--- config.mk ---
export PLATFORM = sky130hd
export DESIGN_NAME = integer_to_ascii_formatter
export DESIGN_NICKNAME = d
export VERILOG_FILES = /design/src/hw/rtl/ita_pkg.sv /design/src/hw/rtl/ita_dabble.sv /design/src/hw/rtl/ita_pair.sv /design/src/hw/rtl/integer_to_ascii_formatter.sv
export SDC_FILE = /design/constraint.sdc
export NUM_CORES = 1
export LEC_CHECK = 0
export BUFFER_PORTS_ARGS = -buffer_cell sky130_fd_sc_hd__buf_2
export CAP_MARGIN = 20
export CORE_ASPECT_RATIO = 0.8
export CORE_MARGIN = 2
export CORE_UTILIZATION = 30
export DETAILED_ROUTE_END_ITERATION = 6
export GPL_ROUTABILITY_DRIVEN = 0
export GPL_TIMING_DRIVEN = 0
export PLACE_DENSITY = 0.52
export SLEW_MARGIN = 10
export SYNTH_ARGS = -nofsm -noshare
export SYNTH_HDL_FRONTEND = slang
export SYNTH_SLANG_ARGS = --single-unit
--- constraint.sdc ---
create_clock -name clk -period 4.1 [get_ports clk]
set_input_delay 1.23 -clock clk [delete_from_list [all_inputs] [get_ports clk]]
set_output_delay 1.23 -clock clk [all_outputs]
set_load 0.01 [all_outputs]
--- src/hw/rtl/ita_pkg.sv ---
// shared types, constants and character helpers for the integer-to-ascii formatter
package ita_pkg;

    localparam int ValueW    = 64;
    localparam int DecDigits = 20;
    localparam int DigW      = DecDigits * 4;
    localparam int StepW     = $clog2(ValueW);
    localparam int CntW      = 7;

    localparam logic [1:0] RADIX_DEC = 2'd0;
    localparam logic [1:0] RADIX_HEX = 2'd1;
    localparam logic [1:0] RADIX_BIN = 2'd2;

    localparam logic [7:0] CharZero  = 8'h30;
    localparam logic [7:0] CharMinus = 8'h2D;
    localparam logic [7:0] CharX     = 8'h78;
    localparam logic [7:0] CharB     = 8'h62;

    localparam logic [7:0] DigitSet [16] = '{
        8'h30, 8'h31, 8'h32, 8'h33, 8'h34, 8'h35, 8'h36, 8'h37,
        8'h38, 8'h39, 8'h41, 8'h42, 8'h43, 8'h44, 8'h45, 8'h46
    };

    typedef struct packed {
        logic [ValueW-1:0] value;
        logic [1:0]        radix;
        logic              as_unsigned;
        logic              narrow;
    } req_t;

    typedef struct packed {
        logic [7:0] first_char;
        logic [7:0] second_char;
        logic       second_valid;
        logic       last;
    } rsp_t;

    typedef struct packed {
        logic [7:0] ch;
        logic       last;
    } ch_t;

    function automatic logic [7:0] digit_char(input logic [3:0] d);
        return DigitSet[d];
    endfunction

endpackage

--- src/hw/rtl/ita_dabble.sv ---
// iterative shift-and-add-3 binary to bcd converter, one bit per cycle
module ita_dabble
    import ita_pkg::*;
(
    input  logic              clk,
    input  logic              rst_n,
    input  logic              start,
    input  logic [ValueW-1:0] mag,
    output logic              done,
    output logic [DigW-1:0]   bcd
);

    logic              busy_reg;
    logic              busy_next;
    logic              done_reg;
    logic              done_next;
    logic [StepW-1:0]  cnt_reg;
    logic [StepW-1:0]  cnt_next;
    logic [ValueW-1:0] bin_reg;
    logic [ValueW-1:0] bin_next;
    logic [DigW-1:0]   bcd_reg;
    logic [DigW-1:0]   bcd_next;
    logic [DigW-1:0]   adj;

    always_comb
    begin
        for (int i = 0; i < DecDigits; i++)
        begin
            if (bcd_reg[i*4 +: 4] >= 4'd5)
                adj[i*4 +: 4] = bcd_reg[i*4 +: 4] + 4'd3;
            else
                adj[i*4 +: 4] = bcd_reg[i*4 +: 4];
        end
    end

    always_comb
    begin
        busy_next = busy_reg;
        done_next = 1'b0;
        cnt_next  = cnt_reg;
        bin_next  = bin_reg;
        bcd_next  = bcd_reg;
        if (start)
        begin
            busy_next = 1'b1;
            cnt_next  = '0;
            bin_next  = mag;
            bcd_next  = '0;
        end
        else if (busy_reg)
        begin
            bcd_next = {adj[DigW-2:0], bin_reg[ValueW-1]};
            bin_next = {bin_reg[ValueW-2:0], 1'b0};
            cnt_next = cnt_reg + 1'b1;
            if (cnt_reg == StepW'(ValueW - 1))
            begin
                busy_next = 1'b0;
                done_next = 1'b1;
            end
        end
    end

    always_ff @(posedge clk or negedge rst_n)
    begin
        if (!rst_n)
        begin
            busy_reg <= 1'b0;
            done_reg <= 1'b0;
            cnt_reg  <= '0;
        end
        else
        begin
            busy_reg <= busy_next;
            done_reg <= done_next;
            cnt_reg  <= cnt_next;
        end
    end

    always_ff @(posedge clk)
    begin
        bin_reg <= bin_next;
        bcd_reg <= bcd_next;
    end

    assign done = done_reg;
    assign bcd  = bcd_reg;

endmodule

--- src/hw/rtl/ita_pair.sv ---
// packs the character stream into two-character result items with an output register
module ita_pair
    import ita_pkg::*;
(
    input  logic clk,
    input  logic rst_n,
    input  logic ch_valid,
    output logic ch_ready,
    input  ch_t  ch,
    output logic rsp_valid,
    input  logic rsp_ready,
    output rsp_t rsp
);

    logic       out_valid_reg;
    logic       out_valid_next;
    rsp_t       out_reg;
    rsp_t       out_next;
    logic       half_valid_reg;
    logic       half_valid_next;
    logic [7:0] half_reg;
    logic [7:0] half_next;
    logic       can_push;

    assign can_push = !out_valid_reg || rsp_ready;
    assign ch_ready = can_push;

    always_comb
    begin
        out_valid_next  = out_valid_reg && !rsp_ready;
        out_next        = out_reg;
        half_valid_next = half_valid_reg;
        half_next       = half_reg;
        if (ch_valid && can_push)
        begin
            if (!half_valid_reg)
            begin
                if (ch.last)
                begin
                    out_next       = '{first_char: ch.ch, second_char: 8'h00,
                                       second_valid: 1'b0, last: 1'b1};
                    out_valid_next = 1'b1;
                end
                else
                begin
                    half_next       = ch.ch;
                    half_valid_next = 1'b1;
                end
            end
            else
            begin
                out_next        = '{first_char: half_reg, second_char: ch.ch,
                                    second_valid: 1'b1, last: ch.last};
                out_valid_next  = 1'b1;
                half_valid_next = 1'b0;
            end
        end
    end

    always_ff @(posedge clk or negedge rst_n)
    begin
        if (!rst_n)
        begin
            out_valid_reg  <= 1'b0;
            half_valid_reg <= 1'b0;
        end
        else
        begin
            out_valid_reg  <= out_valid_next;
            half_valid_reg <= half_valid_next;
        end
    end

    always_ff @(posedge clk)
    begin
        out_reg  <= out_next;
        half_reg <= half_next;
    end

    assign rsp_valid = out_valid_reg;
    assign rsp       = out_reg;

endmodule

--- src/hw/rtl/integer_to_ascii_formatter.sv ---
// top level of the integer-to-ascii formatter: sequencer, prefix and digit shifters
//
// One item is converted at a time; req_ready is high only while the block is idle.
// Hex and binary items go straight to emission, one character per cycle, giving a text
// of 18 or 10 characters for hex and 66 or 34 for binary.
// Decimal items first wait on the shift-and-add-3 converter, then drop leading zero
// digits (up to 19), then emit their characters one per cycle.
// Output stalls hold the emission of characters.
// The output register lets the last result wait while the next item is accepted.
module integer_to_ascii_formatter
    import ita_pkg::*;
(
    input  logic clk,
    input  logic rst_n,
    input  logic req_valid,
    output logic req_ready,
    input  req_t req,
    output logic rsp_valid,
    input  logic rsp_ready,
    output rsp_t rsp
);

    typedef enum logic [1:0] {
        ST_IDLE,
        ST_CONV,
        ST_STRIP,
        ST_EMIT
    } state_t;

    state_t            state_reg;
    state_t            state_next;
    logic [15:0]       pre_reg;
    logic [15:0]       pre_next;
    logic [1:0]        pre_cnt_reg;
    logic [1:0]        pre_cnt_next;
    logic [DigW-1:0]   dig_reg;
    logic [DigW-1:0]   dig_next;
    logic [CntW-1:0]   dcnt_reg;
    logic [CntW-1:0]   dcnt_next;
    logic              bit_mode_reg;
    logic              bit_mode_next;

    logic              accept;
    logic              neg;
    logic [ValueW-1:0] mag;
    logic              dab_start;
    logic              dab_done;
    logic [DigW-1:0]   dab_bcd;
    logic              ch_valid;
    logic              ch_ready;
    ch_t               ch;
    logic [7:0]        digit_ch;
    logic [CntW-1:0]   total;

    assign req_ready = (state_reg == ST_IDLE);
    assign accept    = req_valid && req_ready;
    assign neg       = !req.as_unsigned && req.value[ValueW-1];
    assign mag       = neg ? (ValueW'(0) - req.value) : req.value;
    assign dab_start = accept && (req.radix == RADIX_DEC);

    ita_dabble u_dabble (
        .clk   (clk),
        .rst_n (rst_n),
        .start (dab_start),
        .mag   (mag),
        .done  (dab_done),
        .bcd   (dab_bcd)
    );

    assign digit_ch = bit_mode_reg ? (CharZero | {7'b0, dig_reg[DigW-1]})
                                   : digit_char(dig_reg[DigW-1 -: 4]);
    assign total    = {{(CntW-2){1'b0}}, pre_cnt_reg} + dcnt_reg;
    assign ch_valid = (state_reg == ST_EMIT);
    assign ch.ch    = (pre_cnt_reg != 2'd0) ? pre_reg[15:8] : digit_ch;
    assign ch.last  = (total == CntW'(1));

    ita_pair u_pair (
        .clk       (clk),
        .rst_n     (rst_n),
        .ch_valid  (ch_valid),
        .ch_ready  (ch_ready),
        .ch        (ch),
        .rsp_valid (rsp_valid),
        .rsp_ready (rsp_ready),
        .rsp       (rsp)
    );

    always_comb
    begin
        state_next    = state_reg;
        pre_next      = pre_reg;
        pre_cnt_next  = pre_cnt_reg;
        dig_next      = dig_reg;
        dcnt_next     = dcnt_reg;
        bit_mode_next = bit_mode_reg;
        unique case (state_reg)
            ST_IDLE:
            begin
                if (accept)
                begin
                    unique case (req.radix)
                        RADIX_DEC:
                        begin
                            pre_next      = {CharMinus, 8'h00};
                            pre_cnt_next  = neg ? 2'd1 : 2'd0;
                            bit_mode_next = 1'b0;
                            state_next    = ST_CONV;
                        end
                        RADIX_HEX:
                        begin
                            pre_next      = {CharZero, CharX};
                            pre_cnt_next  = 2'd2;
                            bit_mode_next = 1'b0;
                            if (req.narrow)
                            begin
                                dig_next  = {req.value[31:0], {(DigW-32){1'b0}}};
                                dcnt_next = CntW'(8);
                            end
                            else
                            begin
                                dig_next  = {req.value, {(DigW-ValueW){1'b0}}};
                                dcnt_next = CntW'(ValueW / 4);
                            end
                            state_next = ST_EMIT;
                        end
                        RADIX_BIN:
                        begin
                            pre_next      = {CharZero, CharB};
                            pre_cnt_next  = 2'd2;
                            bit_mode_next = 1'b1;
                            if (req.narrow)
                            begin
                                dig_next  = {req.value[31:0], {(DigW-32){1'b0}}};
                                dcnt_next = CntW'(32);
                            end
                            else
                            begin
                                dig_next  = {req.value, {(DigW-ValueW){1'b0}}};
                                dcnt_next = CntW'(ValueW);
                            end
                            state_next = ST_EMIT;
                        end
                        default:
                        begin
                            state_next = ST_IDLE;
                        end
                    endcase
                end
            end
            ST_CONV:
            begin
                if (dab_done)
                begin
                    dig_next   = dab_bcd;
                    dcnt_next  = CntW'(DecDigits);
                    state_next = ST_STRIP;
                end
            end
            ST_STRIP:
            begin
                if (dcnt_reg > CntW'(1) && dig_reg[DigW-1 -: 4] == 4'd0)
                begin
                    dig_next  = {dig_reg[DigW-5:0], 4'd0};
                    dcnt_next = dcnt_reg - 1'b1;
                end
                else
                begin
                    state_next = ST_EMIT;
                end
            end
            ST_EMIT:
            begin
                if (ch_ready)
                begin
                    if (pre_cnt_reg != 2'd0)
                    begin
                        pre_next     = {pre_reg[7:0], 8'h00};
                        pre_cnt_next = pre_cnt_reg - 1'b1;
                    end
                    else
                    begin
                        if (bit_mode_reg)
                            dig_next = {dig_reg[DigW-2:0], 1'b0};
                        else
                            dig_next = {dig_reg[DigW-5:0], 4'd0};
                        dcnt_next = dcnt_reg - 1'b1;
                    end
                    if (ch.last)
                        state_next = ST_IDLE;
                end
            end
            default:
            begin
                state_next = ST_IDLE;
            end
        endcase
    end

    always_ff @(posedge clk or negedge rst_n)
    begin
        if (!rst_n)
        begin
            state_reg    <= ST_IDLE;
            pre_reg      <= '0;
            pre_cnt_reg  <= '0;
            dig_reg      <= '0;
            dcnt_reg     <= '0;
            bit_mode_reg <= 1'b0;
        end
        else
        begin
            state_reg    <= state_next;
            pre_reg      <= pre_next;
            pre_cnt_reg  <= pre_cnt_next;
            dig_reg      <= dig_next;
            dcnt_reg     <= dcnt_next;
            bit_mode_reg <= bit_mode_next;
        end
    end

endmodule

==> flow_summary.json <==
{
  "synth_top_area_share_pct": 17.07,
  "gr-total-overflow": 0,
  "synth_area_leaders": "dfrtp_1 17%, edfxtp_1 16%, dfxtp_1 9.8%, o21ai_0 6.3%, nand2_1 5.1%",
  "synth_most_common_cell": "nand2_1",
  "skew_ps": 28.49,
  "p_int_mw": 8.589,
  "hold-worst-slack_ps": 449.0,
  "drt-pass1-iter-count": 7,
  "powerDensity_mw_per_mm2": 809.9,
  "path_clk_slew_ps": 60,
  "htreeDepth": 1,
  "start_util_pct": 30.28,
  "cp_data_required_time_ps": 4410,
  "nets": 2045,
  "async_reset_ff_share_pct": 39.93,
  "arrival_ps": 4040,
  "period_minus_slack_ps": 3729,
  "first_iter_violations": 1908,
  "cts_buffers": 31,
  "syn_avg_cell_area_um2": 9.048,
  "dieArea_mm2": 0.05612,
  "slew_viol_final": 0,
  "synth_top_flop_cell": "dfrtp_1",
  "seq_area_frac_synth_pct": 42.98,
  "fin_tns_setup_ps": 0,
  "core_mm2": 0.05373,
  "synth_area_mm2": 0.01627,
  "wirelength_mm": 55.52,
  "hold_buffers": 0,
  "synth.distinct_cells": 72,
  "grt_use_total_pct": 19.36,
  "violations": "DRC",
  "synthesis.instances": 1798,
  "utilization_pct": 34.86,
  "path_buf_inv": 2,
  "postRouteAntennaNets": 0,
  "synth_edf_count": 87,
  "cp-start-kind": "primary input",
  "cts_resized": 0,
  "grt_pass1_vias": 13730,
  "slowest_delay_ps": 700,
  "post_cts_buffers": 0,
  "pwr-share-clk_pct": 20.2,
  "wl_per_cell_um": 21.02,
  "fp-row-count": 76,
  "ys_warn_count": 0,
  "diodes": 0,
  "die_h_um": 212.3,
  "cts-root-buf": "clkbuf_16",
  "fin_cells": 2641,
  "area_growth_pct": 15.11,
  "grt_max_degree": 65,
  "dp_hpwl_mm": 40.74,
  "fin_crit_sh_pct": 90.95,
  "dr_total_vias": 14530,
  "clock_sinks": 278,
  "yosys.area.top_type": "dfrtp_1",
  "drive_above_1_share_pct": 11.86,
  "relSlewSlack_pct": 17.37,
  "drv_cap": 0,
  "critPathTopFamily": "simple AND/OR/NAND/NOR gates",
  "setup_viol_count_final": 0,
  "grt_pass1_wl_mm": 84.22,
  "io_pins": 92,
  "p_leak_nw": 7.549,
  "die_x_um": 264.4,
  "clock.fmax_ghz": 0.2682,
  "cp_cell_sequence": "buf_2 > inv_1 > ha_1 > nor4b_2 > nand2_1 > nor4_4 > a31oi_1 > xnor2_1 > o21ai_0",
  "vdd_drop_max_v": 0.0003123,
  "clk_path_buf_depth": 3,
  "ys_top_cells_by_count": "222 x nand2_1, 204 x o21ai_0, 168 x nor2_1",
  "slowest_stage": "nor4_4",
  "rsz0062_at_grt": "no",
  "worstSetupPathType": "in2reg",
  "clkLatencyLatePin_ps": 600,
  "worst-path-max-fanout": 9,
  "min_path_type": "reg2reg",
  "viasPerCell": 5.502,
  "cp-end-kind": "flop",
  "cts_tree": "built",
  "place_inst": 2583,
  "finalPower_mw": 15.17,
  "portBuffers": 80,
  "hold_violations": 0,
  "pwr-share-seq_pct": 34.5,
  "tightest_slew_ps": 1239,
  "ys_seq_elements": 278,
  "power_switching_mw": 6.577,
  "status": "finished with violations",
  "drc_errors": 7,
  "antenna_found_initial": 2,
  "comb_power_share_pct": 45.3,
  "swShare_pct": 43.37
}
[cell families (layout without fill, tap and decap cells)]
family	Yosys count	count (layout)	share of synthesized area, %
AND/OR/NAND/NOR	550	550	15.66
AO/OA/AOI/OAI	510	510	19.53
flip-flops	278	278	42.98
buffers and inverters	198	338	5.307
XOR/XNOR	104	104	5.599
multiplexers	98	98	6.322
adder cells (fa/ha/maj)	59	59	4.584
other	1	2	0.02305
[power groups by stage]
stage	sequential, mW	combinational [mW]	clock [mW]
after floorplan	4.95	4.86	0
after global placement	5.25	6.57	0
after detailed placement	5.25	6.76	0
after CTS	5.21	6.81	3.12
after global routing	5.37	7.66	3.23
final	5.24	6.87	3.06
[final timing paths]
kind                                                    from                             end  slack (ps)  cells after the start
min in group asynchronous                              rst_n     u_dabble.busy_reg$_DFF_PN0_         590                      1
hold reg to reg            u_pair.half_valid_reg$_DFFE_PN0P_     u_pair.rsp[1]$_SDFFCE_PP1P_         450                      0
setup / recovery                                      req[4]  u_dabble.bin_reg[58]$_DFFE_PP_         370                      9
setup reg to reg                    state_reg[1]$_DFFE_PN0P_        bit_mode_reg$_DFFE_PN0P_         640                      9
hold / removal             u_pair.half_valid_reg$_DFFE_PN0P_     u_pair.rsp[1]$_SDFFCE_PP1P_         450                      0
max in group asynchronous                              rst_n         pre_reg[11]$_DFFE_PN0P_        2770                      2
[cell type report]
cell class                      instances  area [um^2]
Buffer                                128        600.6
Sequential cell                       278         6992
Tap cell                              702        878.3
Clock inverter                         18        239.0
Multi-Input combinational cell       1323         8427
Timing Repair Buffer                   82        454.2
Fill cell                            5481        35000
Inverter                               70        262.8
Clock buffer                           40        873.3
[through the flow]
stage	area, um^2	setup slack, ps
finish	18730	371.1
global route	18730	332.3
CTS	18730	555.1
detailed placement	17610	-37.86
global placement	17550	-1407
floorplan	16270	236.9
[worst reg2reg max path, stage by stage (launching register included)]
cell and delay, ps:
dfrtp_1 470, inv_1 140, ha_1 190, clkbuf_1 300, clkbuf_1 680, clkbuf_1 570, clkbuf_1 570, nand2_1 140
o21ai_0 190, o31ai_1 100
[layer usage]
layer	GRT usage, %	vias to the layer above	share of wire (%)
met4	6.172	0	3.2
met3	3.903	103	8.2
li1	-	6709	-
met1	27.66	7124	46
met5	0	-	0
met2	29.24	594	43
[placed cells by master, fill, tap and decap left out, types with 35 or more instances in the layout]
cell	synthesis	routed
nand2_1	222	221
o21ai_0	204	204
nor2_1	168	168
a21oi_1	137	137
dfrtp_1	111	111
buf_2	16	95
clkbuf_1	90	92
edfxtp_1	87	87
dfxtp_1	80	80
a222oi_1	76	76
inv_1	69	69
xnor2_1	69	69
mux2i_1	60	60
ha_1	58	58
nor3_1	40	40
mux2_2	38	38
xor2_1	35	35
(Power assumes the default switching activity.)
